==> src/lmw_pkg.sv <==
// lmw_pkg: shared constants, register indexes and stage payload types
// of the local magnify warp address generator; depends on nothing
`default_nettype none

package lmw_pkg;

    localparam int MAX_DIM          = 4096;
    localparam int CENTER_FRAC_BITS = 4;
    localparam int SF_FRAC_BITS     = 16;

    localparam int COORD_W  = 12;
    localparam int SIZE_W   = 13;
    localparam int CENTER_W = 16;
    localparam int RADIUS_W = 10;
    localparam int STREN_W  = 7;
    localparam int RQ_W     = RADIUS_W + CENTER_FRAC_BITS;
    localparam int OFF_W    = COORD_W + CENTER_FRAC_BITS + 1;
    localparam int SQ_W     = 2 * (OFF_W - 1) + 1;
    localparam int R2_W     = 2 * RQ_W;
    localparam int DEN_W    = R2_W + STREN_W;
    localparam int SF_W     = SF_FRAC_BITS + 1;

    localparam int APB_AW = 5;
    localparam int APB_DW = 32;

    localparam logic [2:0] REG_CENTER_X     = 3'd0;
    localparam logic [2:0] REG_CENTER_Y     = 3'd1;
    localparam logic [2:0] REG_RADIUS       = 3'd2;
    localparam logic [2:0] REG_STRENGTH     = 3'd3;
    localparam logic [2:0] REG_IMAGE_WIDTH  = 3'd4;
    localparam logic [2:0] REG_IMAGE_HEIGHT = 3'd5;

    typedef struct packed {
        logic [CENTER_W-1:0] cx;
        logic [CENTER_W-1:0] cy;
        logic [RADIUS_W-1:0] radius;
        logic [STREN_W-1:0]  strength;
        logic [SIZE_W-1:0]   w_eff;
        logic [SIZE_W-1:0]   h_eff;
        logic [R2_W-1:0]     r2;
        logic [DEN_W-1:0]    den;
    } cfg_t;

    typedef struct packed {
        logic [COORD_W-1:0] px;
        logic [COORD_W-1:0] py;
        logic [OFF_W-1:0]   ox;
        logic [OFF_W-1:0]   oy;
    } pix_t;

    typedef struct packed {
        pix_t             pix;
        logic             remap;
        logic [DEN_W-1:0] num;
    } geom_t;

    typedef struct packed {
        pix_t            pix;
        logic            remap;
        logic [SF_W-1:0] sf;
    } scale_t;

endpackage

`default_nettype wire

==> src/lmw_div.sv <==
// lmw_div: pipelined restoring divider, one quotient bit per stage,
// turns numerator and divisor into the q1.16 scale; depends on lmw_pkg
`default_nettype none

module lmw_div (
    input  wire logic                         aclk,
    input  wire logic                         aresetn,
    input  wire logic [lmw_pkg::DEN_W-1:0]    den,
    input  wire logic                         in_valid,
    output logic                              in_ready,
    input  wire lmw_pkg::geom_t               in_data,
    output logic                              out_valid,
    input  wire logic                         out_ready,
    output lmw_pkg::scale_t                   out_data
);

    localparam int NST = lmw_pkg::SF_W;

    typedef struct packed {
        lmw_pkg::pix_t             pix;
        logic                      remap;
        logic [lmw_pkg::DEN_W-1:0] rem;
        logic [NST-1:0]            q;
    } dstage_t;

    dstage_t        st_reg  [NST];
    dstage_t        st_next [NST];
    logic [NST-1:0] v_reg;
    logic [NST:0]   rdy;

    assign rdy[NST] = out_ready;

    genvar k;
    generate
        for (k = 0; k < NST; k++) begin : g_stage
            assign rdy[k] = !v_reg[k] || rdy[k+1];

            if (k == 0) begin : g_first
                // num never exceeds den, so the leading bit is a plain compare
                always_comb begin
                    logic b;
                    b                 = in_data.num >= den;
                    st_next[k].pix    = in_data.pix;
                    st_next[k].remap  = in_data.remap;
                    st_next[k].rem    = b ? (in_data.num - den) : in_data.num;
                    st_next[k].q      = NST'(b);
                end

                always_ff @(posedge aclk) begin
                    if (!aresetn) begin
                        v_reg[k] <= 1'b0;
                    end else if (rdy[k]) begin
                        v_reg[k] <= in_valid;
                    end
                end

                always_ff @(posedge aclk) begin
                    if (rdy[k] && in_valid) begin
                        st_reg[k] <= st_next[k];
                    end
                end
            end else begin : g_rest
                always_comb begin
                    logic [lmw_pkg::DEN_W:0] t;
                    logic [lmw_pkg::DEN_W:0] d;
                    logic                    b;
                    t                 = {st_reg[k-1].rem, 1'b0};
                    d                 = {1'b0, den};
                    b                 = t >= d;
                    st_next[k].pix    = st_reg[k-1].pix;
                    st_next[k].remap  = st_reg[k-1].remap;
                    st_next[k].rem    = b ? (t[lmw_pkg::DEN_W-1:0] - den)
                                          : t[lmw_pkg::DEN_W-1:0];
                    st_next[k].q      = {st_reg[k-1].q[NST-2:0], b};
                end

                always_ff @(posedge aclk) begin
                    if (!aresetn) begin
                        v_reg[k] <= 1'b0;
                    end else if (rdy[k]) begin
                        v_reg[k] <= v_reg[k-1];
                    end
                end

                always_ff @(posedge aclk) begin
                    if (rdy[k] && v_reg[k-1]) begin
                        st_reg[k] <= st_next[k];
                    end
                end
            end
        end
    endgenerate

    assign in_ready        = rdy[0];
    assign out_valid       = v_reg[NST-1];
    assign out_data.pix    = st_reg[NST-1].pix;
    assign out_data.remap  = st_reg[NST-1].remap;
    assign out_data.sf     = st_reg[NST-1].q;

endmodule

`default_nettype wire

==> config.mk <==
export PLATFORM = sky130hd
export DESIGN_NAME = lmw_div
export DESIGN_NICKNAME = d
export VERILOG_FILES = /design/src/lmw_pkg.sv /design/src/lmw_div.sv
export SDC_FILE = /design/constraint.sdc
export NUM_CORES = 2
export LEC_CHECK = 0
export ABC_AREA = 1
export ABC_CLOCK_PERIOD_IN_PS = 7750
export BUFFER_PORTS_ARGS = -buffer_cell sky130_fd_sc_hd__buf_4
export CORE_UTILIZATION = 38
export DETAILED_ROUTE_END_ITERATION = 7
export PLACE_DENSITY = 0.58
export SYNTH_ARGS = -nofsm -noshare
export SYNTH_HDL_FRONTEND = slang
export SYNTH_SLANG_ARGS = --single-unit
==> constraint.sdc <==
create_clock -name aclk -period 7.75 [get_ports aclk]
set_input_delay 0.775 -clock aclk [delete_from_list [all_inputs] [get_ports aclk]]
set_output_delay 0.775 -clock aclk [all_outputs]
set_load 0.01 [all_outputs]
### After elaboration in Yosys (flattened, before gate mapping)

Memory sizes are Yosys's and may differ from the RTL's.
Index checks and enable logic that the tools add are counted.

* flip-flop bits (word level): 17
* RAM bits: 1887
* input bits: 133
* memories kept: 1

* add/sub/neg operators: 17
* $lt $le $gt $ge: 17
* muxes and demuxes: 51
* reduce and logical (&&, ||, !) cells: 51

Memories
* st_reg: depth 17, width 111, read ports 17, clocked after Yosys merged registers in 0, wr ports 17, RTL line lmw_div.sv:26 `dstage_t st_reg [NST];`

Operators by type and width (number)
* two-way mux 35 bit: 17
* subtractor 35 bit: 17
* greater-or-equal comparator 36 x 35 -> 1 bit: 16
* greater-or-equal comparator 35 bit: 1
* two-way mux 1 bit: 34
* logical AND 1 bit: 17
* logical NOT 1 bit: 17
* logical OR 1 bit: 17

### Logic depth before layout (Yosys ltp)

* depth after elaboration: 21
* mapped depth: 21
* mapped depth without buffers: 19

### Least setup slack after synthesis

No wires, ideal clock.

* path type: in2reg
* start: in out_ready
* end: mem st_reg[0][0] in the netlist's numbering (enable)
* library setup time: 605 ps
* arrival: 6172 ps
* required time: 7145 ps
* slack: 972 ps
* stages: 10
* path buffers: 0
* cells stage by stage: inv_1 -> nand3_1 -> nor2_1 -> nand4_1 -> nor2_2 -> nand4_1 -> nor2_2 -> nand4_1 -> nor2_2 -> a31oi_1

RTL lines
* start, declared: RTL line lmw_div.sv:13 `input wire logic out_ready,`
* end, declared: RTL line lmw_div.sv:26

==> flow_summary.toml <==
[detailed_routing]
vias = 70000
viasPerCell = 5.36
routed_wl_um = 299000
top_layer = "met5"
dr.pass1.iters = 7
wl_met2_um = 132000
initialDrtViolationCount = 6472
wl_met3_um = 20300
drc = 0
wire_per_inst_um = 22.9
met1_length_um = 137000
ant_nets = 0

[setup_path]
critPathTopFamily = "buffers and inverters"
cp_max_fo = 57
critical_path_class = "in2reg"
required_ns = 8.28
max_stage_delay_ns = 0.91
crit_path_start_kind = "primary input"
critPathCaptureType = "flip-flop"
critical_path_arrival_ns = 5.18
crit_buf_inv = 5
cp_cell_sequence = "buf_4, inv_1, buf_4, ha_1, nand2_1, nor2_1, inv_1, nor4_1, a21boi_0, nand2_4, inv_2, o21ai_1"
slowest_stage = "inv_1"

[logic_synthesis]
synth_nets = 10200
synth-edff-count = 1716
synth_ff_type = "edfxtp_1"
synth-seq-cells = 1733
ys_types = 55
synth.area.top_cells = "edfxtp_1 55%, nand2_1 8.7%, ha_1 7.9%"
netlist_area_um2 = 93700
syn_area_per_cell_um2 = 9.95
synth_warnings = 0
yosysTopAreaCellShare = 0.550
synthArstFlopShare = 0
ys_seq_area_frac = 0.554
synthCells = 9415
yosysTopAreaCell = "edfxtp_1"

[pwr]
power_density_nw_per_um2 = 220
ir_drop_mv = 0.207
switching_share = 0.270
p_leak_nw = 39.9
p_seq_frac = 0.462
pwr-share-comb = 0.142
p_sw_mw = 6.22
p_int_mw = 16.8
power.share.clock = 0.396

[floorplanning]
start_util = 0.384
die_x_um = 499
core_um2 = 244000
die_y_um = 499
io_pins = 211
fp-row-count = 181
die_area_um2 = 249000

[place]
dp_hpwl_um = 221000
io_buffers = 210
place_congestion = 0.954
dp_cells = 12700

[finish]
largest_reg_flops = 1716
stdcell_count = 13100
fillers = 23300
final_common_cell = "nand2_1"
fin_nets = 10400
final_cell_mix = "2,176 x nand2_1, 1,716 x edfxtp_1, 856 x nor2_1"
area_growth_pct = 12.0
drive_above_1_share = 0.0770

[clocking]
worst_skew_pair.late_latency_ns = 0.88
h-tree-depth = 4
cts_buffers = 188
path_clk_slew_ns = 0.06
clk_path_buf_depth = 3
cts_tree = "done"
post_cts_buffers = 0
cts.sinks = 1733
post_cts_resize_count = 0
cts_hold_buffers = 0
clock-root-buffer = "clkbuf_16"

[global_routing]
grt_pass1_vias = 67700
grt_max_degree = 90
grt-ovfl-total = 0
grt_pass1_wl_um = 437000
antenna_found_initial = 16
gr-usage-all-layers = 0.236

[timing]
fin_skew_ns = 0.0858
period_minus_slack_ns = 4.65
period_share = 0.599
rsz0062_at_grt = "false"
max-slew-margin-rel = 0.124
fmax_mhz = 215
finalSetupTns_ns = 0
drv_slew = 0
setup_violations = 0
worst_pin_slew_ns = 1.31
finalHoldViolCount = 0

[worst_hold_path]
holdCritPathClass = "in2reg"

[flow_run]
cap_viol_max_count = 0

[run_status]
status = "completed"
## per-stage QoR
step	hold slack (ns)	util	cell area [µm²]	total power, mW	setup WS [ns]
floorplan	0.400	-	93700	13.0	0.972
global placement	0.400	0.404	98500	14.0	2.48
detailed placement	0.405	0.404	98500	14.0	2.47
CTS	0.0110	0.430	105000	23.3	3.37
global route	0.0505	0.430	105000	24.0	2.94
finish	0.0957	0.430	105000	23.0	3.10
## path summary, 6_finish.rpt
kind / startpoint / endpoint / slack (ns) / cells after the start
worst max register to register: out_valid$_SDFFE_PN0P_ / st_reg[0][30]$_DFFE_PP_ / 3.78 / 11
worst min register to register: st_reg[0][1448]$_DFFE_PP_ / st_reg[0][1560]$_DFFE_PP_ / 0.36 / 0
worst max-delay path: den[31] / st_reg[0][1154]$_DFFE_PP_ / 3.10 / 12
worst min-delay path: in_data[76] / st_reg[0][93]$_DFFE_PP_ / 0.1 / 1
## power groups by stage
stage | combinational, mW | clock, mW | sequential, mW
3_3_place_gp | 3.20 | 0 | 10.8
5_1_grt | 3.61 | 9.72 | 10.6
2_1_floorplan | 2.24 | 0 | 10.8
3_5_place_dp | 3.20 | 0 | 10.8
4_1_cts | 3.22 | 9.40 | 10.6
6_report | 3.27 | 9.13 | 10.6
## cell type report
class,count,area [µm²],area share
flip-flops and latches,1733,51900,0.494
multi-input cells,6684,37500,0.358
clock buffers,216,4900,0.0467
well taps,3202,4010,0.0382
inverters,804,3040,0.0290
repair buffers,279,2110,0.0201
clock inverters,134,1460,0.0139
diodes,7,17.5,0.000167
## worst reg2reg max path: stages, from the launching register on
cell     delay [ns]
dfxtp_1        0.43
nand3_1        0.18
nor2_1         0.23
nand4_1        0.19
nor2_2         0.26
nand4_1        0.21
nor2_2         0.25
nand4_1        0.22
nor2_2         0.34
a31oi_4        0.37
buf_4          0.40
buf_4          0.45
## Yosys cell counts, types with 13 or more instances
cell type	count
o21ai_1	226
fa_1	16
ha_1	594
o21a_1	28
inv_1	781
a21oi_1	780
nand4_1	85
buf_2	49
a21o_1	66
nand2_2	41
buf_6	39
nand2_4	13
a31oi_1	72
a21boi_0	45
a211oi_1	31
dfxtp_1	17
edfxtp_1	1716
nand3b_1	99
inv_2	22
xor2_1	173
o21ai_2	52
nor4_1	36
clkbuf_1	21
or2_2	20
nor2_1	860
o21bai_1	47
o21ai_0	515
nand3_1	313
xnor2_1	213
o211ai_1	36
buf_4	80
nand2_1	2176
nor3_1	111
## kinds of logic (layout without fill, tap and decap cells)
logic type               Yosys count  in the layout  synth area share
other                              0              7                 0
AO/OA/AOI/OAI                   1921           1921             0.113
XOR/XNOR                         386            386            0.0361
AND/OR/NAND/NOR                 3767           3767             0.167
adder cells (fa/ha/maj)          610            610            0.0827
buffers and inverters            998           1433            0.0472
flip-flops                      1733           1733             0.554
## metal layers
layer | GRT usage | vias up
met3 | 0.0401 | 422
met2 | 0.366 | 2330
met1 | 0.332 | 33700
met4 | 0.0814 | 4
met5 | 0 | -
li1 | - | 33500
Note: power is estimated with default switching activity, not from simulation.
