### config.mk
export PLATFORM = sky130hd
export DESIGN_NAME = lmw_regs
export DESIGN_NICKNAME = d
export VERILOG_FILES = /design/src/lmw_pkg.sv /design/src/lmw_regs.sv
export SDC_FILE = /design/constraint.sdc
export NUM_CORES = 1
export LEC_CHECK = 0
export BUFFER_PORTS_ARGS = -buffer_cell sky130_fd_sc_hd__buf_2
export CORE_MARGIN = 1.5
export CORE_UTILIZATION = 25
export CTS_CLUSTER_DIAMETER = 80
export CTS_CLUSTER_SIZE = 20
export DETAILED_ROUTE_END_ITERATION = 7
export PLACE_DENSITY = 0.5
export SLEW_MARGIN = 0
export SYNTH_ARGS = -nofsm -noshare
export SYNTH_HDL_FRONTEND = slang
export SYNTH_SLANG_ARGS = --single-unit
### constraint.sdc
create_clock -name aclk -period 5.93 [get_ports aclk]
set_input_delay 1.4825 -clock aclk [delete_from_list [all_inputs] [get_ports aclk]]
set_output_delay 1.4825 -clock aclk [all_outputs]
set_load 0.05 [all_outputs]
### src/lmw_pkg.sv
// lmw_pkg: shared constants, register indexes and stage payload types
// of the local magnify warp address generator; depends on nothing
`default_nettype none

package lmw_pkg;

    localparam int MAX_DIM          = 4096;
    localparam int CENTER_FRAC_BITS = 4;
    localparam int SF_FRAC_BITS     = 16;

    localparam int COORD_W  = 12;
    localparam int SIZE_W   = 13;
    localparam int CENTER_W = 16;
    localparam int RADIUS_W = 10;
    localparam int STREN_W  = 7;
    localparam int RQ_W     = RADIUS_W + CENTER_FRAC_BITS;
    localparam int OFF_W    = COORD_W + CENTER_FRAC_BITS + 1;
    localparam int SQ_W     = 2 * (OFF_W - 1) + 1;
    localparam int R2_W     = 2 * RQ_W;
    localparam int DEN_W    = R2_W + STREN_W;
    localparam int SF_W     = SF_FRAC_BITS + 1;

    localparam int APB_AW = 5;
    localparam int APB_DW = 32;

    localparam logic [2:0] REG_CENTER_X     = 3'd0;
    localparam logic [2:0] REG_CENTER_Y     = 3'd1;
    localparam logic [2:0] REG_RADIUS       = 3'd2;
    localparam logic [2:0] REG_STRENGTH     = 3'd3;
    localparam logic [2:0] REG_IMAGE_WIDTH  = 3'd4;
    localparam logic [2:0] REG_IMAGE_HEIGHT = 3'd5;

    typedef struct packed {
        logic [CENTER_W-1:0] cx;
        logic [CENTER_W-1:0] cy;
        logic [RADIUS_W-1:0] radius;
        logic [STREN_W-1:0]  strength;
        logic [SIZE_W-1:0]   w_eff;
        logic [SIZE_W-1:0]   h_eff;
        logic [R2_W-1:0]     r2;
        logic [DEN_W-1:0]    den;
    } cfg_t;

    typedef struct packed {
        logic [COORD_W-1:0] px;
        logic [COORD_W-1:0] py;
        logic [OFF_W-1:0]   ox;
        logic [OFF_W-1:0]   oy;
    } pix_t;

    typedef struct packed {
        pix_t             pix;
        logic             remap;
        logic [DEN_W-1:0] num;
    } geom_t;

    typedef struct packed {
        pix_t            pix;
        logic            remap;
        logic [SF_W-1:0] sf;
    } scale_t;

endpackage

`default_nettype wire

### src/lmw_regs.sv
// lmw_regs: apb configuration registers plus derived radius square and divisor
// depends on lmw_pkg
`default_nettype none

module lmw_regs (
    input  wire logic                         aclk,
    input  wire logic                         aresetn,
    input  wire logic                         psel,
    input  wire logic                         penable,
    input  wire logic                         pwrite,
    input  wire logic [lmw_pkg::APB_AW-1:0]   paddr,
    input  wire logic [lmw_pkg::APB_DW-1:0]   pwdata,
    output logic      [lmw_pkg::APB_DW-1:0]   prdata,
    output logic                              pready,
    output lmw_pkg::cfg_t                     cfg
);

    logic [lmw_pkg::CENTER_W-1:0] center_x_reg;
    logic [lmw_pkg::CENTER_W-1:0] center_y_reg;
    logic [lmw_pkg::RADIUS_W-1:0] radius_reg;
    logic [lmw_pkg::STREN_W-1:0]  strength_reg;
    logic [lmw_pkg::SIZE_W-1:0]   width_reg;
    logic [lmw_pkg::SIZE_W-1:0]   height_reg;
    logic [lmw_pkg::R2_W-1:0]     r2_reg;
    logic [lmw_pkg::DEN_W-1:0]    den_reg;
    logic [lmw_pkg::RQ_W-1:0]     rq;
    logic [lmw_pkg::R2_W-1:0]     r2_next;
    logic [lmw_pkg::DEN_W-1:0]    den_next;
    logic [2:0]                   idx;
    logic                         wr;

    assign idx    = paddr[4:2];
    assign wr     = psel && penable && pwrite;
    assign pready = 1'b1;

    always_ff @(posedge aclk) begin
        if (!aresetn) begin
            center_x_reg <= '0;
            center_y_reg <= '0;
            radius_reg   <= lmw_pkg::RADIUS_W'(32);
            strength_reg <= '0;
            width_reg    <= lmw_pkg::SIZE_W'(lmw_pkg::MAX_DIM);
            height_reg   <= lmw_pkg::SIZE_W'(lmw_pkg::MAX_DIM);
        end else if (wr) begin
            case (idx)
                lmw_pkg::REG_CENTER_X:     center_x_reg <= pwdata[lmw_pkg::CENTER_W-1:0];
                lmw_pkg::REG_CENTER_Y:     center_y_reg <= pwdata[lmw_pkg::CENTER_W-1:0];
                lmw_pkg::REG_RADIUS:       radius_reg   <= pwdata[lmw_pkg::RADIUS_W-1:0];
                lmw_pkg::REG_STRENGTH:     strength_reg <= pwdata[lmw_pkg::STREN_W-1:0];
                lmw_pkg::REG_IMAGE_WIDTH:  width_reg    <= pwdata[lmw_pkg::SIZE_W-1:0];
                lmw_pkg::REG_IMAGE_HEIGHT: height_reg   <= pwdata[lmw_pkg::SIZE_W-1:0];
                default: ;
            endcase
        end
    end

    // derived values follow a radius write through r2_reg and then den_reg
    assign rq       = {radius_reg, {lmw_pkg::CENTER_FRAC_BITS{1'b0}}};
    assign r2_next  = lmw_pkg::R2_W'(rq) * lmw_pkg::R2_W'(rq);
    assign den_next = lmw_pkg::DEN_W'(r2_reg) * lmw_pkg::DEN_W'(100);

    always_ff @(posedge aclk) begin
        r2_reg  <= r2_next;
        den_reg <= den_next;
    end

    always_comb begin
        case (idx)
            lmw_pkg::REG_CENTER_X:     prdata = lmw_pkg::APB_DW'(center_x_reg);
            lmw_pkg::REG_CENTER_Y:     prdata = lmw_pkg::APB_DW'(center_y_reg);
            lmw_pkg::REG_RADIUS:       prdata = lmw_pkg::APB_DW'(radius_reg);
            lmw_pkg::REG_STRENGTH:     prdata = lmw_pkg::APB_DW'(strength_reg);
            lmw_pkg::REG_IMAGE_WIDTH:  prdata = lmw_pkg::APB_DW'(width_reg);
            lmw_pkg::REG_IMAGE_HEIGHT: prdata = lmw_pkg::APB_DW'(height_reg);
            default:                   prdata = '0;
        endcase
    end

    always_comb begin
        cfg.cx       = center_x_reg;
        cfg.cy       = center_y_reg;
        cfg.radius   = radius_reg;
        cfg.strength = strength_reg;
        cfg.w_eff    = (width_reg > lmw_pkg::SIZE_W'(lmw_pkg::MAX_DIM))
                       ? lmw_pkg::SIZE_W'(lmw_pkg::MAX_DIM) : width_reg;
        cfg.h_eff    = (height_reg > lmw_pkg::SIZE_W'(lmw_pkg::MAX_DIM))
                       ? lmw_pkg::SIZE_W'(lmw_pkg::MAX_DIM) : height_reg;
        cfg.r2       = r2_reg;
        cfg.den      = den_reg;
    end

endmodule

`default_nettype wire

; After elaboration in Yosys (flattened, before gate mapping)
; Index checks and enable logic that the tools add are counted.
[totals]
regBits = 128
rom_bits = 0
latchBits = 0
in_bits = 42
word_cells = 29
mem_bits_rw = 0
output_inout_bits = 171
memories = 0
[classes]
reduce_logical = 9
n_mux = 3
add_sub_neg = 0
mul = 2
n_shift = 0
n_lt_le_gt_ge = 2
bitwise = 0
n_div = 0
n_eq_ne = 5
[op_table]
columns = cell, count
row1 = case mux 16 bit (6 select lines), 1
row2 = "> comparator 13 bit, second input constant", 2
row3 = 2-to-1 mux 13 bit, 2
row4 = "multiplier 20 x 5 -> 25 bit, second input constant", 1
row5 = multiplier 10 x 10 -> 20 bit, 1
row6 = AND reduction 2 bit, 6
row7 = "== test 3 x 2 -> 1 bit, second input constant", 2
row8 = "== test 3 bit, second input constant", 2
row9 = "== test 3 x 1 -> 1 bit, second input constant", 1
row10 = logical NOT 3 bit, 1
row11 = logical AND 1 bit, 2

; Logic depth before layout (Yosys ltp)
[logic_depth]
ltp_word = 3
depth_mapped = 19
mapped_depth_nobuf = 18

; Worst setup path before layout
; No wires, ideal clock.
[synth_timing]
kind = register to register
start = reg radius_reg[1] (netlist bit)
end = reg r2_reg[24] (netlist bit)
setup_ns = 0.072
t_arrival_ns = 5.148
synth_period_minus_slack_ns = 5.221
required_ns = 5.858
slack_ns = 0.709
path_stages_with_launch = 18
n_path_buf = 1
cell_sequence = dfxtp_1 -> clkbuf_1 -> nand2_1 -> fa_1 -> fa_1 -> inv_1 -> fa_1 -> fa_1 -> inv_1 -> fa_1 -> inv_1 -> ha_1 -> a21oi_1 -> o21ai_0 -> a31o_2 -> a221o_1 -> a21oi_1 -> xnor2_1
[synth_via]
elab_chain_cells = 1
[synth_lines]
columns = item, line
row1 = start: declaration, lmw_regs.sv:20  ; logic [lmw_pkg::RADIUS_W-1:0] radius_reg;
row2 = start signal: assignment, lmw_regs.sv:40  ; radius_reg <= lmw_pkg::RADIUS_W'(32);
row3 = start signal: assignment, lmw_regs.sv:48  ; lmw_pkg::REG_RADIUS: radius_reg <= pwdata[lmw_pkg::RADIUS_W-1:0];
row4 = multiplier 10 x 10 -> 20 bit, lmw_regs.sv:59  ; assign r2_next = lmw_pkg::R2_W'(rq) * lmw_pkg::R2_W'(rq);
row5 = via r2_next (one bit), lmw_regs.sv:27  ; logic [lmw_pkg::R2_W-1:0] r2_next;
row6 = end signal: assignment, lmw_regs.sv:63  ; r2_reg <= r2_next;
row7 = end: declaration, lmw_regs.sv:24  ; logic [lmw_pkg::R2_W-1:0] r2_reg;
; The timed path passes the listed nets, and every way through them passes these cells.
; A chain may end at the register's enable or synchronous reset.

; Worst setup path after layout
[layout_timing]
start = reg radius_reg[7] (netlist bit)
end = reg r2_reg[24] (netlist bit)
; Same word-level chain as after synthesis.

==> metrics.cfg <==
[sta]
slew_viol_final = 0
period_share_pct = 86.41
relSlewSlack_pct = 46.22
hold_viol = 0
setup_viol = 0
setup-tns-final_ns = 0
worstMarginPinSlew_ns = 0.8048
holdWs_ns = 0.4133
fin_ws_ns = 0.8061
finClkSkew_ns = 0.01319
max_clock_freq_mhz = 195.2
fin_crit_ns = 5.124
rsz0062_at_grt = false

[finish]
final_common_cell = buf_2
seqCellArea_mm2 = 0.002362
layout-drive-gt1-share_pct = 19.22
final_area_mm2 = 0.01132
n_antenna_cell = 0
layout_common_cells = buf_2, inv_1, nand2_1
nFillCells = 4036
nets = 1422
multiInputGateArea_mm2 = 0.006281
area_growth_pct = 18.67
fin_cells = 1734
fin_util_pct = 30.11
largest_reg_flops = 24

[global_route]
track_usage_pct = 12.96
grt_max_degree = 76
antenna_found_initial = 0
grt_overflow_total = 0
grt_pass1_wl_um = 39240
grt_pass1_vias = 7362

[logic_synthesis]
netlist_instances = 1065
syn_area_per_cell_um2 = 8.953
synth_seq_area_share_pct = 24.77
synth_ff_type = dfxtp_1
synthArstFlopShare_pct = 0
yosys.area.top_type = dfxtp_1
ys_ff_latch = 118
syn_area_mm2 = 0.009535
synthTopCellsByArea = dfxtp_1, ha_1, fa_1
yosys_warnings = 0
yosys.area.top_type_share_pct = 24.77
synth_cell_types = 57
synth_edf_count = 0

[floorplan]
rows = 71
start_util_pct = 25.38
fp.dieW_um = 198.3
core_mm2 = 0.03758
io-pin-count = 213
fp.dieArea_mm2 = 0.03932
die_h_um = 198.3

[clocking]
cts_tree = built
path_clk_slew_ns = 0.06
holdBufCountCts = 0
clk_latency_ns = 0.43
cts.sinks = 118
post-cts-setup-buffers = 0
post_cts_resized = 0
cts_made_buffers = 17
clk_path_buf_depth = 2
cts_root_buf = clkbuf_16
htree_num_levels = 4

[drt]
ant_nets = 0
drc = 0
wire_per_inst_um = 14.24
num_vias = 7258
drt-total-wl_um = 24680
drt_iter0_drc = 186
dr.pass1.iters = 4
via_per_inst = 4.186

[status]
status = completed

[job]
maxCapViolCount = 0

[placed_design]
place_congestion = 0.8188
hpwl_um = 19070
io_buffers = 157
placed_cells = 1702
placed_area_mm2 = 0.01074
detailedPlace.worstSlack_ns = 0.7437

[hold_path]
hp-class = flop to flop

[critical_path]
critical_path_required_ns = 6.28
worstSetupStartpointType = flop
path_class = flop to flop
cp_max_fo = 9
critPathArrivalTime_ns = 5.47
end_kind = flop

[pwr]
vdd_drop_max_mv = 0.1922
p_leak_nw = 5.726
finalPower_mw = 2.049
power.density_mw_per_mm2 = 181.0

## layer usage
layer	global-route usage (%)	vias to the layer above	wire [µm]
met4	3.478	0	297
met1	15.28	3385	10850
li1	-	3678	-
met2	22.17	176	11660
met5	0	-	0
met3	4.599	19	1878
## where the power goes
group	switching, mW	internal (mW)
clock network	0.410	0.603
registers	0.00802	0.805
logic	0.171	0.0520
total	0.589	1.46
## final timing paths
kind,cells past startpoint,to,slack [ns],start
setup / recovery,17,r2_reg[24],0.81,radius_reg[7]
hold / removal,0,den_reg[12],0.41,r2_reg[10]
setup reg to reg,17,r2_reg[24],0.81,radius_reg[7]
hold reg to reg,0,den_reg[12],0.41,r2_reg[10]
## synthesized netlist by cell type, types with 5 or more instances
library cell  count
inv_1           151
nand2_1         127
dfxtp_1         118
ha_1            108
nor2b_1          63
fa_1             62
a21boi_0         42
buf_4            40
mux2i_1          39
clkbuf_1         35
a21oi_1          32
and2_1           26
xnor2_1          26
nor2_1           25
o21ai_0          19
a21o_1           14
nand3_1          14
xor2_1           14
mux4_2            8
nand2b_1          8
and3_1            7
nor3_1            7
a211oi_1          6
buf_2             6
o22ai_1           6
mux2_2            5
## cell type report
class | count | area share, %
Clock buffer | 19 | 4.003
Sequential cell | 118 | 20.88
Timing Repair Buffer | 171 | 7.873
Inverter | 151 | 5.009
Clock inverter | 13 | 1.084
Tap cell | 511 | 5.650
Multi-Input combinational cell | 751 | 55.51
## kinds of logic (layout without fill, tap and decap cells)
kind of cell | after synthesis | in the layout | share of synthesized area [%]
flops | 118 | 118 | 24.77
simple gates | 294 | 294 | 15.34
fa+ha+maj | 170 | 170 | 27.19
mux | 52 | 52 | 6.574
buf+inv | 233 | 354 | 10.90
compound gates | 156 | 156 | 11.47
xor+xnor | 40 | 40 | 3.674
other cells | 2 | 39 | 0.07876
## worst max-delay path: stages (launching register included)
cell     delay, ns
dfxtp_1       0.53
buf_4         0.21
nand2_1       0.08
fa_1          0.48
fa_1          0.54
inv_1         0.05
fa_1          0.50
fa_1          0.55
inv_1         0.05
fa_1          0.53
inv_1         0.04
ha_1          0.36
a21oi_1       0.16
o21ai_0       0.11
a31o_2        0.26
a221o_1       0.29
a21oi_1       0.17
xnor2_1       0.13
Power figures use the tool's default switching activity.
