$ cat src/lmw_pkg.sv
// lmw_pkg: shared constants, register indexes and stage payload types
// of the local magnify warp address generator; depends on nothing
`default_nettype none

package lmw_pkg;

    localparam int MAX_DIM          = 4096;
    localparam int CENTER_FRAC_BITS = 4;
    localparam int SF_FRAC_BITS     = 16;

    localparam int COORD_W  = 12;
    localparam int SIZE_W   = 13;
    localparam int CENTER_W = 16;
    localparam int RADIUS_W = 10;
    localparam int STREN_W  = 7;
    localparam int RQ_W     = RADIUS_W + CENTER_FRAC_BITS;
    localparam int OFF_W    = COORD_W + CENTER_FRAC_BITS + 1;
    localparam int SQ_W     = 2 * (OFF_W - 1) + 1;
    localparam int R2_W     = 2 * RQ_W;
    localparam int DEN_W    = R2_W + STREN_W;
    localparam int SF_W     = SF_FRAC_BITS + 1;

    localparam int APB_AW = 5;
    localparam int APB_DW = 32;

    localparam logic [2:0] REG_CENTER_X     = 3'd0;
    localparam logic [2:0] REG_CENTER_Y     = 3'd1;
    localparam logic [2:0] REG_RADIUS       = 3'd2;
    localparam logic [2:0] REG_STRENGTH     = 3'd3;
    localparam logic [2:0] REG_IMAGE_WIDTH  = 3'd4;
    localparam logic [2:0] REG_IMAGE_HEIGHT = 3'd5;

    typedef struct packed {
        logic [CENTER_W-1:0] cx;
        logic [CENTER_W-1:0] cy;
        logic [RADIUS_W-1:0] radius;
        logic [STREN_W-1:0]  strength;
        logic [SIZE_W-1:0]   w_eff;
        logic [SIZE_W-1:0]   h_eff;
        logic [R2_W-1:0]     r2;
        logic [DEN_W-1:0]    den;
    } cfg_t;

    typedef struct packed {
        logic [COORD_W-1:0] px;
        logic [COORD_W-1:0] py;
        logic [OFF_W-1:0]   ox;
        logic [OFF_W-1:0]   oy;
    } pix_t;

    typedef struct packed {
        pix_t             pix;
        logic             remap;
        logic [DEN_W-1:0] num;
    } geom_t;

    typedef struct packed {
        pix_t            pix;
        logic            remap;
        logic [SF_W-1:0] sf;
    } scale_t;

endpackage

`default_nettype wire

$ cat src/lmw_map.sv
// lmw_map: two stage back end, scales the offsets, adds the center and clamps
// to the image; its last stage is the output register; depends on lmw_pkg
`default_nettype none

module lmw_map (
    input  wire logic                          aclk,
    input  wire logic                          aresetn,
    input  wire lmw_pkg::cfg_t                 cfg,
    input  wire logic                          in_valid,
    output logic                               in_ready,
    input  wire lmw_pkg::scale_t               in_data,
    output logic                               out_valid,
    input  wire logic                          out_ready,
    output logic                               out_inside,
    output logic [lmw_pkg::COORD_W-1:0]        out_x,
    output logic [lmw_pkg::COORD_W-1:0]        out_y
);

    localparam int PW   = lmw_pkg::OFF_W + lmw_pkg::SF_W + 1;
    localparam int POSW = PW + 1;
    localparam int SH   = lmw_pkg::CENTER_FRAC_BITS + lmw_pkg::SF_FRAC_BITS;
    localparam int IPW  = POSW - 1 - SH;

    function automatic logic [lmw_pkg::COORD_W-1:0] place(
        input logic [PW-1:0]                 prod,
        input logic [lmw_pkg::CENTER_W-1:0]  cq,
        input logic [lmw_pkg::SIZE_W-1:0]    size
    );
        logic signed [POSW-1:0]     pos;
        logic [IPW-1:0]             ip;
        logic [lmw_pkg::SIZE_W-1:0] lim;
        pos = $signed({prod[PW-1], prod})
              + $signed(POSW'({cq, {lmw_pkg::SF_FRAC_BITS{1'b0}}}));
        ip  = pos[POSW-1] ? '0 : pos[POSW-2:SH];
        lim = size - lmw_pkg::SIZE_W'(1);
        if (ip >= IPW'(size)) begin
            ip = IPW'(lim);
        end
        return ip[lmw_pkg::COORD_W-1:0];
    endfunction

    logic v1_reg, v2_reg;
    logic r1, r2;

    assign r2       = !v2_reg || out_ready;
    assign r1       = !v1_reg || r2;
    assign in_ready = r1;

    // stage 1: offset times scale
    lmw_pkg::pix_t   pix1_reg;
    logic            in1_reg;
    logic [PW-1:0]   prx1_reg, prx1_next;
    logic [PW-1:0]   pry1_reg, pry1_next;

    always_comb begin
        prx1_next = PW'($signed(in_data.pix.ox)) * PW'($signed({1'b0, in_data.sf}));
        pry1_next = PW'($signed(in_data.pix.oy)) * PW'($signed({1'b0, in_data.sf}));
    end

    // stage 2: add center, floor, clamp, select
    logic                          in2_reg;
    logic [lmw_pkg::COORD_W-1:0]   x2_reg, x2_next;
    logic [lmw_pkg::COORD_W-1:0]   y2_reg, y2_next;

    always_comb begin
        if (in1_reg) begin
            x2_next = place(prx1_reg, cfg.cx, cfg.w_eff);
            y2_next = place(pry1_reg, cfg.cy, cfg.h_eff);
        end else begin
            x2_next = pix1_reg.px;
            y2_next = pix1_reg.py;
        end
    end

    always_ff @(posedge aclk) begin
        if (!aresetn) begin
            v1_reg <= 1'b0;
            v2_reg <= 1'b0;
        end else begin
            if (r1) v1_reg <= in_valid;
            if (r2) v2_reg <= v1_reg;
        end
    end

    always_ff @(posedge aclk) begin
        if (r1 && in_valid) begin
            pix1_reg <= in_data.pix;
            in1_reg  <= in_data.remap;
            prx1_reg <= prx1_next;
            pry1_reg <= pry1_next;
        end
        if (r2 && v1_reg) begin
            in2_reg <= in1_reg;
            x2_reg  <= x2_next;
            y2_reg  <= y2_next;
        end
    end

    assign out_valid  = v2_reg;
    assign out_inside = in2_reg;
    assign out_x      = x2_reg;
    assign out_y      = y2_reg;

endmodule

`default_nettype wire

$ cat config.mk
export PLATFORM = sky130hd
export DESIGN_NAME = lmw_map
export DESIGN_NICKNAME = d
export VERILOG_FILES = /design/src/lmw_pkg.sv /design/src/lmw_map.sv
export SDC_FILE = /design/constraint.sdc
export NUM_CORES = 2
export LEC_CHECK = 0
export ABC_AREA = 1
export CAP_MARGIN = 0
export CORE_UTILIZATION = 35
export DETAILED_ROUTE_END_ITERATION = 12
export DONT_BUFFER_PORTS = 1
export PLACE_DENSITY = 0.52
export SLEW_MARGIN = 20
export SYNTH_ARGS = -nofsm -noshare
export SYNTH_HDL_FRONTEND = slang
export SYNTH_SLANG_ARGS = --single-unit
export TNS_END_PERCENT = 1
$ cat constraint.sdc
create_clock -name aclk -period 8.3 [get_ports aclk]
set_input_delay 2.075 -clock aclk [delete_from_list [all_inputs] [get_ports aclk]]
set_output_delay 2.075 -clock aclk [all_outputs]
set_load 0.005 [all_outputs]
Word level (Yosys, flattened, before mapping)

Index checks and enable logic that the tools add are counted.
W data, S select, Z words.

Eq/ne operators: 0
Reductions and logical operators: 6
Bitwise gates (word level): 0
$mul: 2
$add $sub $neg: 4
Magnitude comparators: 2
Divide/modulo/power cells: 0
Multiplexer cells: 6
Shift-type cells: 0

Operators with widths:

| operator                | count |
|---|---|
| $add A35 B33 Y36        | 2 |
| $mul A17 B18 Y35        | 2 |
| $mux W12                | 4 |
| $ge A15 B13 Y1          | 2 |
| $mux W15                | 2 |
| $sub A12 B1 Y12 const B | 2 |
| $logic_and A1 B1 Y1     | 2 |
| $logic_not A1 Y1        | 2 |
| $logic_or A1 B1 Y1      | 2 |

Memories kept: 0
Latch bits: 0
Output and inout bits: 27
Bits in read-only memories: 0
Flip-flop bits (word level): 122
Input bits: 218
RAM bits: 0

Depth between registers and ports, before layout

Depth after elaboration: 5
Depth in mapped cells: 28
Gate-level depth less buffers: 27

Worst setup path after synthesis

No wires, ideal clock.

Kind: input port to flip-flop
From: input port in_data[43] (netlist name)
To: register prx1_reg[25], data pin
Data required time: 8041 ps
Data arrival time: 7000 ps
Path buffers: 2
Setup time: 259 ps
Setup slack: 1041 ps
Cell stages on the path: 23
Cells stage by stage: clkbuf_1 > clkbuf_1 > nand2_1 > fa_1 > inv_1 > fa_1 > inv_1 > fa_1 > inv_1 > fa_1 > fa_1 > inv_1 > fa_1 > inv_1 > ha_1 > a21oi_1 > o21ai_0 > a21oi_1 > nand2_1 > a21oi_1 > o21ai_0 > nand2_1 > nand2_1

Word-level cells in the longest chain between the ends: 1

Ends and longest elaborated chain:

| item                 | RTL line      | RTL |
|---|---|---|
| start, declared      | lmw_map.sv:11 | `input wire lmw_pkg::scale_t in_data,` |
| $mul A17 B18 Y35     | lmw_map.sv:56 | `prx1_next = PW'($signed(in_data.pix.ox)) * PW'($signed({1'b0, in_data.sf}));` |
| via prx1_next[25]    | lmw_map.sv:52 | `logic [PW-1:0] prx1_reg, prx1_next;` |
| end signal, assigned | lmw_map.sv:89 | `prx1_reg <= prx1_next;` |
| end, declared        | lmw_map.sv:52 |  |

The timed path passes the listed nets, and every way through them passes these cells.
A chain may end at the register's enable or synchronous reset.

Worst setup path after layout

From: input port in_data[51] (netlist name)
To: register prx1_reg[31], data pin

Same word-level chain as after synthesis.

==> flow_results.xml <==
<?xml version="1.0" encoding="UTF-8"?>
<metrics>
  <group name="die">
    <metric name="placementRows" unit="">101</metric>
    <metric name="ios" unit="">245</metric>
    <metric name="coreArea" unit="mm²">0.0759</metric>
    <metric name="initial_utilization" unit="%">35.4</metric>
    <metric name="die_w" unit="µm">279</metric>
    <metric name="chip_height" unit="µm">279</metric>
    <metric name="design.die.area" unit="mm²">0.0780</metric>
  </group>
  <group name="global_routing">
    <metric name="pin_count_of_the_biggest_net_entering_global_routing" unit="">64</metric>
    <metric name="global_route.overflow_total" unit="">0</metric>
    <metric name="number_of_global_route_vias_before_repair" unit="">21500</metric>
    <metric name="wire_length_of_the_first_global_routing_pass" unit="µm">118000</metric>
    <metric name="initial_antenna_violation_count" unit="">2</metric>
    <metric name="grt.total_usage" unit="%">19.1</metric>
  </group>
  <group name="timing">
    <metric name="setup_viol_count_final" unit="">0</metric>
    <metric name="tightest_slew" unit="ps">960</metric>
    <metric name="timing.slew.headroom" unit="%">35.9</metric>
    <metric name="setup_repair_after_global_routing_missed_its_margin" unit="">no</metric>
    <metric name="post-route-min-period" unit="ps">7010</metric>
    <metric name="final.period_utilization" unit="%">84.5</metric>
    <metric name="slew_viol_final" unit="">0</metric>
    <metric name="finalHoldViolCount" unit="">0</metric>
    <metric name="fin_skew" unit="ps">15.8</metric>
    <metric name="tns" unit="ps">0</metric>
    <metric name="achievable-frequency" unit="MHz">143</metric>
  </group>
  <group name="drt">
    <metric name="route.vias.total" unit="">20700</metric>
    <metric name="route.detailed.wl_per_inst" unit="µm">16.1</metric>
    <metric name="vias_per_cell" unit="">4.62</metric>
    <metric name="totalWireLength" unit="µm">72000</metric>
    <metric name="detailed_router_iteration_count_before_antenna_repair" unit="">5</metric>
    <metric name="route.detailed.drc" unit="">0</metric>
    <metric name="antenna_left" unit="">0</metric>
    <metric name="drtIter0Drc" unit="">1022</metric>
  </group>
  <group name="clocking">
    <metric name="inserted_clock_buffers" unit="">9</metric>
    <metric name="clk_root_buffer_cell" unit="">clkbuf_16</metric>
    <metric name="cts.repair.resized" unit="">0</metric>
    <metric name="cts_tree" unit="">built</metric>
    <metric name="cts_setup_buffers" unit="">0</metric>
    <metric name="path_clk_slew" unit="ps">70</metric>
    <metric name="cts_sinks" unit="">90</metric>
    <metric name="clock_insertion_delay_worst_skew" unit="ps">370</metric>
    <metric name="post_cts_hold_buffer_count" unit="">0</metric>
    <metric name="cts-root-to-sink-buffers" unit="">2</metric>
    <metric name="clock_tree.htree_level_count" unit="">3</metric>
  </group>
  <group name="cells_and_area">
    <metric name="fill_cells" unit="">8081</metric>
    <metric name="layout.cells.most_common" unit="">nand2_1</metric>
    <metric name="final_layout_size_suffix_gt1_share" unit="%">1.91</metric>
    <metric name="final_util" unit="%">36.8</metric>
    <metric name="largest_register_ff_count" unit="">24</metric>
    <metric name="syn2layout_area_growth" unit="%">3.91</metric>
    <metric name="instances_no_fill" unit="">4485</metric>
    <metric name="final_net_count" unit="">4419</metric>
    <metric name="most_frequent_cells_in_the_layout" unit="">nand2_1, inv_1, fa_1, ha_1, nor2_1</metric>
  </group>
  <group name="setup_path">
    <metric name="critical_path_class" unit="">input pin to flip-flop</metric>
    <metric name="cp_data_required_time" unit="ps">8400</metric>
    <metric name="worstPathArrival" unit="ps">7110</metric>
    <metric name="critPathMaxFanout" unit="">13</metric>
    <metric name="crit_path_end_kind" unit="">flip-flop</metric>
    <metric name="critical_path.startpoint_type" unit="">input pin</metric>
  </group>
  <group name="yosys">
    <metric name="synth_enable_flop_cells" unit="">88</metric>
    <metric name="synth-seq-area-share" unit="%">9.97</metric>
    <metric name="post_synth_num_cell_types" unit="">47</metric>
    <metric name="avgSynthCellArea" unit="µm²">7.51</metric>
    <metric name="mappedNetlistNets" unit="">4549</metric>
    <metric name="synth-main-ff-cell" unit="">edfxtp_1</metric>
    <metric name="synth-seq-cells" unit="">90</metric>
    <metric name="synth.cell_area" unit="mm²">0.0269</metric>
    <metric name="synthCells" unit="">3579</metric>
    <metric name="async_reset_ff_share" unit="%">0</metric>
    <metric name="yosysWarningCount" unit="">0</metric>
  </group>
  <group name="placed_design">
    <metric name="numPortBuffers" unit="">0</metric>
    <metric name="gp_congestion" unit="">0.863</metric>
    <metric name="dp_cells" unit="">4468</metric>
    <metric name="detailed_place_hpwl" unit="µm">57600</metric>
  </group>
  <group name="job">
    <metric name="cap_violations" unit="">0</metric>
  </group>
  <group name="worst_hold_path">
    <metric name="min-delay-path-class" unit="">flip-flop to flip-flop</metric>
  </group>
  <group name="status">
    <metric name="status" unit="">completed</metric>
  </group>
</metrics>
## routing by layer
layer | track usage [%] | vias up | wire, µm
li1 | - | 10200 | -
met1 | 26.7 | 10100 | 34200
met2 | 31.2 | 432 | 32600
met3 | 3.66 | 27 | 4610
met4 | 2.72 | 2 | 537
met5 | 0 | - | 7
## cell usage after synthesis, types with 5 or more instances
library cell  instances  share of area, %
nand2_1            1000                14
inv_1               994                14
fa_1                446                33
ha_1                306                14
clkbuf_1            135               1.9
nor2_1              128               1.8
a21oi_1             116               2.2
edfxtp_1             88               9.8
nand3_1              71               1.3
o21ai_0              46              0.86
xor2_1               43               1.4
nand4_1              41              0.95
nor3_1               23              0.43
xnor2_1              19              0.62
nand3b_1             14              0.39
nand2_2              10              0.23
a31oi_1               9              0.21
o21a_1                9              0.25
nor2_2                8              0.19
nor4_1                8              0.19
o21bai_1              7              0.20
inv_2                 6             0.084
nand3_2               5              0.19
o211ai_1              5              0.14
## final timing paths
path,startpoint,endpoint,slack (ps),cells past startpoint
worst min register to register,v1_reg,out_valid,500,2
worst max-delay path,in_data[51],prx1_reg[31],1290,17
worst min-delay path,v1_reg,out_valid,500,2
worst max register to register,pry1_reg[25],out_y[11],4370,24
## area by class of cell
cell class | instances | area [µm²] | area share [%]
Clock buffer | 9 | 225 | 0.806
Clock inverter | 7 | 76.3 | 0.273
Antenna cell | 1 | 2.50 | 0.00895
Multi-Input combinational cell | 2343 | 19900 | 71.1
Inverter | 1001 | 3760 | 13.5
Tap cell | 1030 | 1290 | 4.61
Timing Repair Buffer | 4 | 30.0 | 0.107
Sequential cell | 90 | 2680 | 9.60
## logic make-up after synthesis
logic type | share of synthesized area (%)
adder cells (fa/ha/maj) | 47.4
AND/OR/NAND/NOR | 20.0
AO/OA/AOI/OAI | 4.47
buffers and inverters | 16.1
XOR/XNOR | 2.02
flip-flops | 9.97
## worst max-delay path, cell delays in order
cell     delay, ps
inv_1          430
nor2_1         110
fa_1           520
fa_1           430
fa_1           520
fa_1           430
fa_1           490
inv_1           50
fa_1           510
inv_1           50
ha_1           410
nand2_1        150
nor4_1         330
nand3_1        110
nand3_1        200
a21oi_1        120
xor2_1         160
## stage by stage
stage                     cell area [µm²]  setup slack [ps]  hold slack, ps
final                               27900              1290             504
after global routing                27900               945             518
after CTS                           27900              1300             502
after detailed placement            27600               905             489
after global placement              27600               936             484
after floorplan                     26900              1040             424
Power is left out: the tool's default activity adds up to more than one toggle a clock period on the data nets, which glitch-free logic cannot reach.
