`src/lmw_pkg.sv`:
```
// lmw_pkg: shared constants, register indexes and stage payload types
// of the local magnify warp address generator; depends on nothing
`default_nettype none

package lmw_pkg;

    localparam int MAX_DIM          = 4096;
    localparam int CENTER_FRAC_BITS = 4;
    localparam int SF_FRAC_BITS     = 16;

    localparam int COORD_W  = 12;
    localparam int SIZE_W   = 13;
    localparam int CENTER_W = 16;
    localparam int RADIUS_W = 10;
    localparam int STREN_W  = 7;
    localparam int RQ_W     = RADIUS_W + CENTER_FRAC_BITS;
    localparam int OFF_W    = COORD_W + CENTER_FRAC_BITS + 1;
    localparam int SQ_W     = 2 * (OFF_W - 1) + 1;
    localparam int R2_W     = 2 * RQ_W;
    localparam int DEN_W    = R2_W + STREN_W;
    localparam int SF_W     = SF_FRAC_BITS + 1;

    localparam int APB_AW = 5;
    localparam int APB_DW = 32;

    localparam logic [2:0] REG_CENTER_X     = 3'd0;
    localparam logic [2:0] REG_CENTER_Y     = 3'd1;
    localparam logic [2:0] REG_RADIUS       = 3'd2;
    localparam logic [2:0] REG_STRENGTH     = 3'd3;
    localparam logic [2:0] REG_IMAGE_WIDTH  = 3'd4;
    localparam logic [2:0] REG_IMAGE_HEIGHT = 3'd5;

    typedef struct packed {
        logic [CENTER_W-1:0] cx;
        logic [CENTER_W-1:0] cy;
        logic [RADIUS_W-1:0] radius;
        logic [STREN_W-1:0]  strength;
        logic [SIZE_W-1:0]   w_eff;
        logic [SIZE_W-1:0]   h_eff;
        logic [R2_W-1:0]     r2;
        logic [DEN_W-1:0]    den;
    } cfg_t;

    typedef struct packed {
        logic [COORD_W-1:0] px;
        logic [COORD_W-1:0] py;
        logic [OFF_W-1:0]   ox;
        logic [OFF_W-1:0]   oy;
    } pix_t;

    typedef struct packed {
        pix_t             pix;
        logic             remap;
        logic [DEN_W-1:0] num;
    } geom_t;

    typedef struct packed {
        pix_t            pix;
        logic            remap;
        logic [SF_W-1:0] sf;
    } scale_t;

endpackage

`default_nettype wire

```
`src/lmw_geom.sv`:
```
// lmw_geom: five stage front end, box test, offsets, squared distance,
// inside test and scale numerator; depends on lmw_pkg
`default_nettype none

module lmw_geom (
    input  wire logic                          aclk,
    input  wire logic                          aresetn,
    input  wire lmw_pkg::cfg_t                 cfg,
    input  wire logic                          in_valid,
    output logic                               in_ready,
    input  wire logic [lmw_pkg::COORD_W-1:0]   in_px,
    input  wire logic [lmw_pkg::COORD_W-1:0]   in_py,
    output logic                               out_valid,
    input  wire logic                          out_ready,
    output lmw_pkg::geom_t                     out_data
);

    localparam int F = lmw_pkg::CENTER_FRAC_BITS;

    function automatic logic span_ok(
        input logic [lmw_pkg::COORD_W-1:0]  pix,
        input logic [lmw_pkg::CENTER_W-1:0] cq,
        input logic [lmw_pkg::RQ_W-1:0]     rq,
        input logic [lmw_pkg::SIZE_W-1:0]   size
    );
        logic signed [lmw_pkg::CENTER_W+1:0] lo;
        logic [lmw_pkg::CENTER_W:0]          hi;
        logic [lmw_pkg::COORD_W-1:0]         first;
        logic signed [lmw_pkg::SIZE_W:0]     last;
        logic signed [lmw_pkg::SIZE_W:0]     p;
        lo = $signed({2'b00, cq}) - $signed((lmw_pkg::CENTER_W+2)'(rq));
        hi = {1'b0, cq} + (lmw_pkg::CENTER_W+1)'(rq);
        first = lo[lmw_pkg::CENTER_W+1] ? '0 : lo[lmw_pkg::CENTER_W-1:F];
        if (hi >= {size, {F{1'b0}}}) begin
            last = $signed({1'b0, size}) - (lmw_pkg::SIZE_W+1)'(1);
        end else begin
            last = $signed({1'b0, hi[lmw_pkg::CENTER_W:F]});
        end
        p = $signed((lmw_pkg::SIZE_W+1)'(pix));
        return (p >= $signed((lmw_pkg::SIZE_W+1)'(first))) && (p < last);
    endfunction

    logic [lmw_pkg::RQ_W-1:0] rq;
    assign rq = {cfg.radius, {F{1'b0}}};

    // stage valids and readies
    logic v1_reg, v2_reg, v3_reg, v4_reg, v5_reg;
    logic r1, r2, r3, r4, r5;

    assign r5       = !v5_reg || out_ready;
    assign r4       = !v4_reg || r5;
    assign r3       = !v3_reg || r4;
    assign r2       = !v3_reg ? r3 : (!v2_reg || r3);
    assign r1       = !v1_reg || r2;
    assign in_ready = r1;

    // stage 1: box test and offsets
    lmw_pkg::pix_t pix1_reg, pix1_next;
    logic          span1_reg, span1_next;

    always_comb begin
        pix1_next.px = in_px;
        pix1_next.py = in_py;
        pix1_next.ox = {1'b0, in_px, {F{1'b0}}} - {1'b0, cfg.cx};
        pix1_next.oy = {1'b0, in_py, {F{1'b0}}} - {1'b0, cfg.cy};
        span1_next   = (cfg.radius != '0)
                       && span_ok(in_px, cfg.cx, rq, cfg.w_eff)
                       && span_ok(in_py, cfg.cy, rq, cfg.h_eff);
    end

    // stage 2: squares of the offsets
    lmw_pkg::pix_t                pix2_reg;
    logic                         span2_reg;
    logic [lmw_pkg::SQ_W-1:0]     sqx2_reg, sqx2_next;
    logic [lmw_pkg::SQ_W-1:0]     sqy2_reg, sqy2_next;
    logic signed [2*lmw_pkg::OFF_W-1:0] prx, pry;

    always_comb begin
        prx       = (2*lmw_pkg::OFF_W)'($signed(pix1_reg.ox))
                    * (2*lmw_pkg::OFF_W)'($signed(pix1_reg.ox));
        pry       = (2*lmw_pkg::OFF_W)'($signed(pix1_reg.oy))
                    * (2*lmw_pkg::OFF_W)'($signed(pix1_reg.oy));
        sqx2_next = prx[lmw_pkg::SQ_W-1:0];
        sqy2_next = pry[lmw_pkg::SQ_W-1:0];
    end

    // stage 3: distance compare and radius margin
    lmw_pkg::pix_t               pix3_reg;
    logic                        in3_reg, in3_next;
    logic [lmw_pkg::R2_W-1:0]    diff3_reg, diff3_next;
    logic [lmw_pkg::SQ_W:0]      d2;

    always_comb begin
        d2         = {1'b0, sqx2_reg} + {1'b0, sqy2_reg};
        in3_next   = span2_reg && (d2 <= (lmw_pkg::SQ_W+1)'(cfg.r2));
        diff3_next = cfg.r2 - d2[lmw_pkg::R2_W-1:0];
    end

    // stage 4: strength times margin
    lmw_pkg::pix_t               pix4_reg;
    logic                        in4_reg;
    logic [lmw_pkg::DEN_W-1:0]   prod4_reg, prod4_next;

    assign prod4_next = lmw_pkg::DEN_W'(cfg.strength) * lmw_pkg::DEN_W'(diff3_reg);

    // stage 5: numerator, saturated at zero
    lmw_pkg::geom_t g5_reg, g5_next;

    always_comb begin
        g5_next.pix   = pix4_reg;
        g5_next.remap = in4_reg;
        g5_next.num   = (prod4_reg > cfg.den) ? '0 : (cfg.den - prod4_reg);
    end

    always_ff @(posedge aclk) begin
        if (!aresetn) begin
            v1_reg <= 1'b0;
            v2_reg <= 1'b0;
            v3_reg <= 1'b0;
            v4_reg <= 1'b0;
            v5_reg <= 1'b0;
        end else begin
            if (r1) v1_reg <= in_valid;
            if (r2) v2_reg <= v1_reg;
            if (r3) v3_reg <= v2_reg;
            if (r4) v4_reg <= v3_reg;
            if (r5) v5_reg <= v4_reg;
        end
    end

    always_ff @(posedge aclk) begin
        if (r1 && in_valid) begin
            pix1_reg  <= pix1_next;
            span1_reg <= span1_next;
        end
        if (r2 && v1_reg) begin
            pix2_reg  <= pix1_reg;
            span2_reg <= span1_reg;
            sqx2_reg  <= sqx2_next;
            sqy2_reg  <= sqy2_next;
        end
        if (r3 && v2_reg) begin
            pix3_reg  <= pix2_reg;
            in3_reg   <= in3_next;
            diff3_reg <= diff3_next;
        end
        if (r4 && v3_reg) begin
            pix4_reg  <= pix3_reg;
            in4_reg   <= in3_reg;
            prod4_reg <= prod4_next;
        end
        if (r5 && v4_reg) begin
            g5_reg <= g5_next;
        end
    end

    assign out_valid = v5_reg;
    assign out_data  = g5_reg;

endmodule

`default_nettype wire

```
`config.mk`:
```
export PLATFORM = sky130hd
export DESIGN_NAME = lmw_geom
export DESIGN_NICKNAME = d
export VERILOG_FILES = /design/src/lmw_pkg.sv /design/src/lmw_geom.sv
export SDC_FILE = /design/constraint.sdc
export NUM_CORES = 2
export LEC_CHECK = 0
export ABC_AREA = 1
export BUFFER_PORTS_ARGS = -buffer_cell sky130_fd_sc_hd__buf_2
export CAP_MARGIN = 20
export CELL_PAD_IN_SITES_DETAIL_PLACEMENT = 0
export CELL_PAD_IN_SITES_GLOBAL_PLACEMENT = 1
export CORE_ASPECT_RATIO = 0.7
export CORE_MARGIN = 8
export CORE_UTILIZATION = 54
export CTS_BUF_LIST = sky130_fd_sc_hd__clkbuf_4
export DETAILED_ROUTE_END_ITERATION = 7
export PLACE_DENSITY_LB_ADDON = 0.3
export SLEW_MARGIN = 20
export SYNTH_ARGS = -nofsm -noshare
export SYNTH_HDL_FRONTEND = slang
export SYNTH_SLANG_ARGS = --single-unit
```
`constraint.sdc`:
```
create_clock -name aclk -period 12.5 [get_ports aclk]
set_clock_uncertainty 0.1 [all_clocks]
set_input_delay 1.25 -clock aclk [delete_from_list [all_inputs] [get_ports aclk]]
set_output_delay 1.25 -clock aclk [all_outputs]
set_load 0.02 [all_outputs]
```
# Word level (Yosys, flattened, before mapping)

Cells that the tools add are included.

Add/sub/neg operators: 11
Multiply operators: 3
Order comparisons: 8
Muxes and demuxes: 5
Reduce and logical (&&, ||, !) cells: 21

Operators with widths:

| kind                                                | number |
|---|---|
| multiplier 17 x 17 -> 33 bit                        | 2 |
| greater-than comparator 35 bit                      | 1 |
| multiplier 7 x 28 -> 35 bit                         | 1 |
| subtractor 35 bit                                   | 1 |
| adder 16 x 14 -> 17 bit                             | 2 |
| adder 33 x 33 -> 34 bit                             | 1 |
| >= comparator 17 bit                                | 2 |
| <= comparator 34 x 28 -> 1 bit                      | 1 |
| subtractor 16 x 14 -> 17 bit                        | 2 |
| subtractor 16 x 16 -> 17 bit                        | 2 |
| < comparator 13 x 14 -> 1 bit                       | 2 |
| 2-to-1 mux 14 bit                                   | 2 |
| subtractor 13 x 1 -> 14 bit (second input constant) | 2 |
| subtractor 28 bit                                   | 1 |
| >= comparator 12 bit                                | 2 |
| 2-to-1 mux 12 bit                                   | 2 |
| logical AND 1 bit                                   | 10 |
| nonzero test 10 bit                                 | 1 |
| logical NOT 1 bit                                   | 5 |
| logical OR 1 bit                                    | 5 |
| 2-to-1 mux 1 bit                                    | 1 |

Bits in registers: 464
Input port bits: 166
Output and inout bits: 96
Logic and storage cells: 83

# Longest topological paths before layout

Depth in word-level cells: 8
Depth in mapped cells: 30
Gate-level depth less buffers: 30

# Worst setup path before layout

No wires, ideal clock.

Path kind: input -> register
Start: in out_ready
End: reg pix2_reg[0] (netlist name) (enable)
Library setup time: 0.605 ns
Arrival: 6.683 ns
Required time: 11.795 ns
Path slack: 5.112 ns
Stages: 8
Buffers on the path: 0
Cells stage by stage: nor2_1 > inv_1 > nor2_1 > inv_1 > nor2_1 > inv_1 > nor2_1 > nor2_1

Cells in the longest elaborated chain, start to end: 6

Ends and longest elaborated chain:

| what                 | RTL line        | RTL |
|---|---|---|
| from (decl)          | lmw_geom.sv:14  | `input wire logic out_ready,` |
| logical OR 1 bit *   | lmw_geom.sv:50  | `assign r5 = !v5_reg \|\| out_ready;` |
| logical OR 1 bit *   | lmw_geom.sv:51  | `assign r4 = !v4_reg \|\| r5;` |
| logical OR 1 bit *   | lmw_geom.sv:52  | `assign r3 = !v3_reg \|\| r4;` |
| logical OR 1 bit     | lmw_geom.sv:53  | `assign r2 = !v3_reg ? r3 : (!v2_reg \|\| r3);` |
| 2-to-1 mux 1 bit *   | lmw_geom.sv:53  |  |
| logical AND 1 bit *  | lmw_geom.sv:136 | `if (r2 && v1_reg) begin` |
| to (signal assigned) | lmw_geom.sv:137 | `pix2_reg <= pix1_reg;` |
| to (decl)            | lmw_geom.sv:72  | `lmw_pkg::pix_t pix2_reg;` |

Mark *: on every way between the ends. The rest lies on a longest branch, timed or not.
A chain may end at the register's enable or synchronous reset.

# Final worst setup path

Start: reg pix1_reg[16] (netlist name)
End: reg sqy2_reg[29] (netlist name) (data pin)

Cells in the longest elaborated chain, start to end: 1

Ends and longest elaborated chain:

| what                         | RTL line        | RTL |
|---|---|---|
| from (decl)                  | lmw_geom.sv:58  | `lmw_pkg::pix_t pix1_reg, pix1_next;` |
| from (signal assigned)       | lmw_geom.sv:133 | `pix1_reg <= pix1_next;` |
| multiplier 17 x 17 -> 33 bit | lmw_geom.sv:82  | `* (2*lmw_pkg::OFF_W)'($signed(pix1_reg.oy));` |
| net pry, one bit             | lmw_geom.sv:76  | `logic signed [2*lmw_pkg::OFF_W-1:0] prx, pry;` |
| to (signal assigned)         | lmw_geom.sv:140 | `sqy2_reg <= sqy2_next;` |
| to (decl)                    | lmw_geom.sv:75  | `logic [lmw_pkg::SQ_W-1:0] sqy2_reg, sqy2_next;` |

The timed path passes the listed nets, and every way through them passes these cells.

==> run metrics <==
number of global-route vias before repair=39100; Slew Limit Fails=0; TritonCTS clock tree=built; Worst Tran Pin Value=1.07 ns; sequential fraction of the synthesis area=26.8%; max reg flops=94; number of flops mapped to enable cells by yosys=455; share of synthesized registers carrying an async set or reset=0%; Post-DP HPWL=107 mm; area leader, netlist=edfxtp_1; Hold Path Class=reg2reg; CTS buffer count=116; Crit. End Element=register; drt total wl=131 mm; Die Ht=274 um; post-synth cell types=60; # IOs=262; core area=94100 um2; Post-Synth XOR/XNOR Area=4.53%; RSZ-0062 raised after global routing=no; syn_area_per_cell=9.15 um2; CTS Buffer Depth=3; initial antenna violation count=11; final setup TNS=0 ns; gpl congestion=0.921; H-tree depth=3; Max Freq=0.146 GHz; worst skew pair latency=1.07 ns; layout cells sized above 1=9.25%; largest net degree at the start of global routing=63; compound-cell area share of the yosys netlist=7.07%; Seq cells post-synth=460; postcts setup bufs=0; adder-cell share of the synthesized area=37.7%; GRT Total Usage=25.2%; filler cell count=8530; ANT nets after route=0; die area=105000 um2; initial detailed-routing violation count=2483; mux contribution to synthesized area=0%; WS Path Type=reg2reg; final setup violation count=0; CP required=13.21 ns; crit share post-route=54.6%; slew margin rel.=28.4%; P&R area growth vs syn=7.74%; clock root buffer=clkbuf_4; first-pass GRT wire length=210 mm; minimum clock period=6.83 ns; DRT Pass-1 Iters=5; Syn. warnings=0; Starting Density=54.6%; vias per inst=5.22; Worst-path clk slew=0.07 ns; largest family of logic cells by synthesized area=adder cells; Synth Flop Type=edfxtp_1; Synth area leaders=edfxtp_1 27%, fa_1 26%, ha_1 12%; maxcap violations=0; num rows=94; synthesized area=51400 um2; Die W=385 um; cts hold-fix bufs=0; Worst EP arrival=7.54 ns; share of the synthesized area in the top cell type=26.6%; Startpoint Class=register; Post-Syn Instances=5619; wire per inst=18.1 um; GR Overflow Total=0; Nets=7207; via count=37800; syn_nets=6934; Port Buffers=261; status=complete, no violations; number of remaining DRC errors=0; Final Hold Viols=0; Post-CTS Resized=0; Sink Count=460; CP Max Fanout=21; simple-gate share of the synthesized area=12.8%
[cells in the mapped netlist, types with 7 or more instances]
cell type / count
buf_2: 7
nor2_1: 260
o21ai_2: 17
buf_1: 8
xnor2_1: 77
o21a_1: 14
o21ai_1: 22
fa_1: 664
nor2_2: 8
xor2_1: 189
edfxtp_1: 455
nor3_1: 49
a221oi_1: 9
a21oi_1: 275
a21o_1: 30
nand4_1: 33
nor4_1: 13
nand2_1: 1074
ha_1: 485
or2_2: 15
a21oi_2: 17
inv_2: 10
clkbuf_1: 93
o21ai_0: 148
nand3_1: 128
a31oi_1: 24
o21bai_1: 14
inv_1: 1383
nand2_2: 13
[cells by family (layout without fill, tap and decap cells)]
kind of cell | Yosys count | count (layout)
AO/OA/AOI/OAI | 619 | 619
XOR/XNOR | 266 | 266
adder cells (fa/ha/maj) | 1149 | 1149
buffers and inverters | 1508 | 1867
flip-flops | 460 | 460
other | 0 | 5
AND/OR/NAND/NOR | 1617 | 1617
[final timing paths]
path | from | to | slack (ns) | cells after the start
hold reg to reg | pix2_reg[29]$_DFFE_PP_ | pix3_reg[29]$_DFFE_PP_ | 0.28 | 0
setup / recovery | pix1_reg[16]$_DFFE_PP_ | sqy2_reg[29]$_DFFE_PP_ | 5.67 | 20
hold / removal | pix2_reg[29]$_DFFE_PP_ | pix3_reg[29]$_DFFE_PP_ | 0.28 | 0
setup reg to reg | pix1_reg[16]$_DFFE_PP_ | sqy2_reg[29]$_DFFE_PP_ | 5.67 | 20
[cell type report]
cell class,instances,area (um2),share of cell area [%]
Antenna cell,5,12.5,0.0226
Clock buffer,151,1130,2.05
Clock inverter,53,345,0.624
Inverter,1394,5240,9.46
Multi-Input combinational cell,3651,31900,57.7
Sequential cell,460,13800,24.9
Tap cell,1248,1560,2.82
Timing Repair Buffer,269,1370,2.47
[layer usage]
metal / vias up / routed length (um) / global-route usage (%)
li1: 18000 / - / -
met1: 18500 / 59700 / 35.4
met2: 1057 / 60300 / 41.1
met3: 188 / 7740 / 4.00
met4: 4 / 2960 / 6.25
met5: - / 34 / 0
[per-stage QoR]
step	area (um2)	setup WS, ns	hold slack [ns]	util, %	std cells
floorplan	51400	5.11	0.300	-	5619
global placement	53900	5.89	0.301	57.3	7022
detailed placement	53900	5.78	0.305	57.3	7022
CTS	55400	5.75	0.213	58.8	7226
global route	55400	5.33	0.257	58.8	7229
finish	55400	5.67	0.278	58.8	7231
[placed cells by master, fill, tap and decap left out, drive strengths merged, types with 4 or more instances in the layout]
cell type,netlist,layout
inv,1394,1399
nand2,1087,1087
fa,664,664
ha,485,485
edfxtp,455,455
a21oi,293,293
buf,20,269
nor2,268,268
xor2,189,189
o21ai,187,187
clkbuf,94,151
nand3,132,132
xnor2,77,77
nor3,51,51
clkinv,0,45
nand4,33,33
a21o,31,31
a31oi,24,24
or2,18,18
o21bai,18,18
o21a,14,14
nor4,14,14
a21boi,10,10
a221oi,9,9
nand3b,7,7
o211ai,7,7
o2111ai,6,6
a211oi,6,6
diode,0,5
o31ai,5,5
dfxtp,5,5
and3,4,4
[worst max-delay path, cell delays in order (launching register included)]
cell      delay [ns]
edfxtp_1        0.88
inv_1           0.45
or2_2           0.41
fa_1            0.48
inv_1           0.05
fa_1            0.45
fa_1            0.52
fa_1            0.43
fa_1            0.49
inv_1           0.05
fa_1            0.47
inv_1           0.04
ha_1            0.37
nand2_1         0.15
nor4_1          0.46
o21ai_0         0.20
nand3_1         0.19
nand3_1         0.09
nand2_1         0.12
a21oi_1         0.09
xnor2_1         0.13
Power is not shown: default switching activity piles up to over one toggle a cycle in this logic, so the estimate is an artifact.
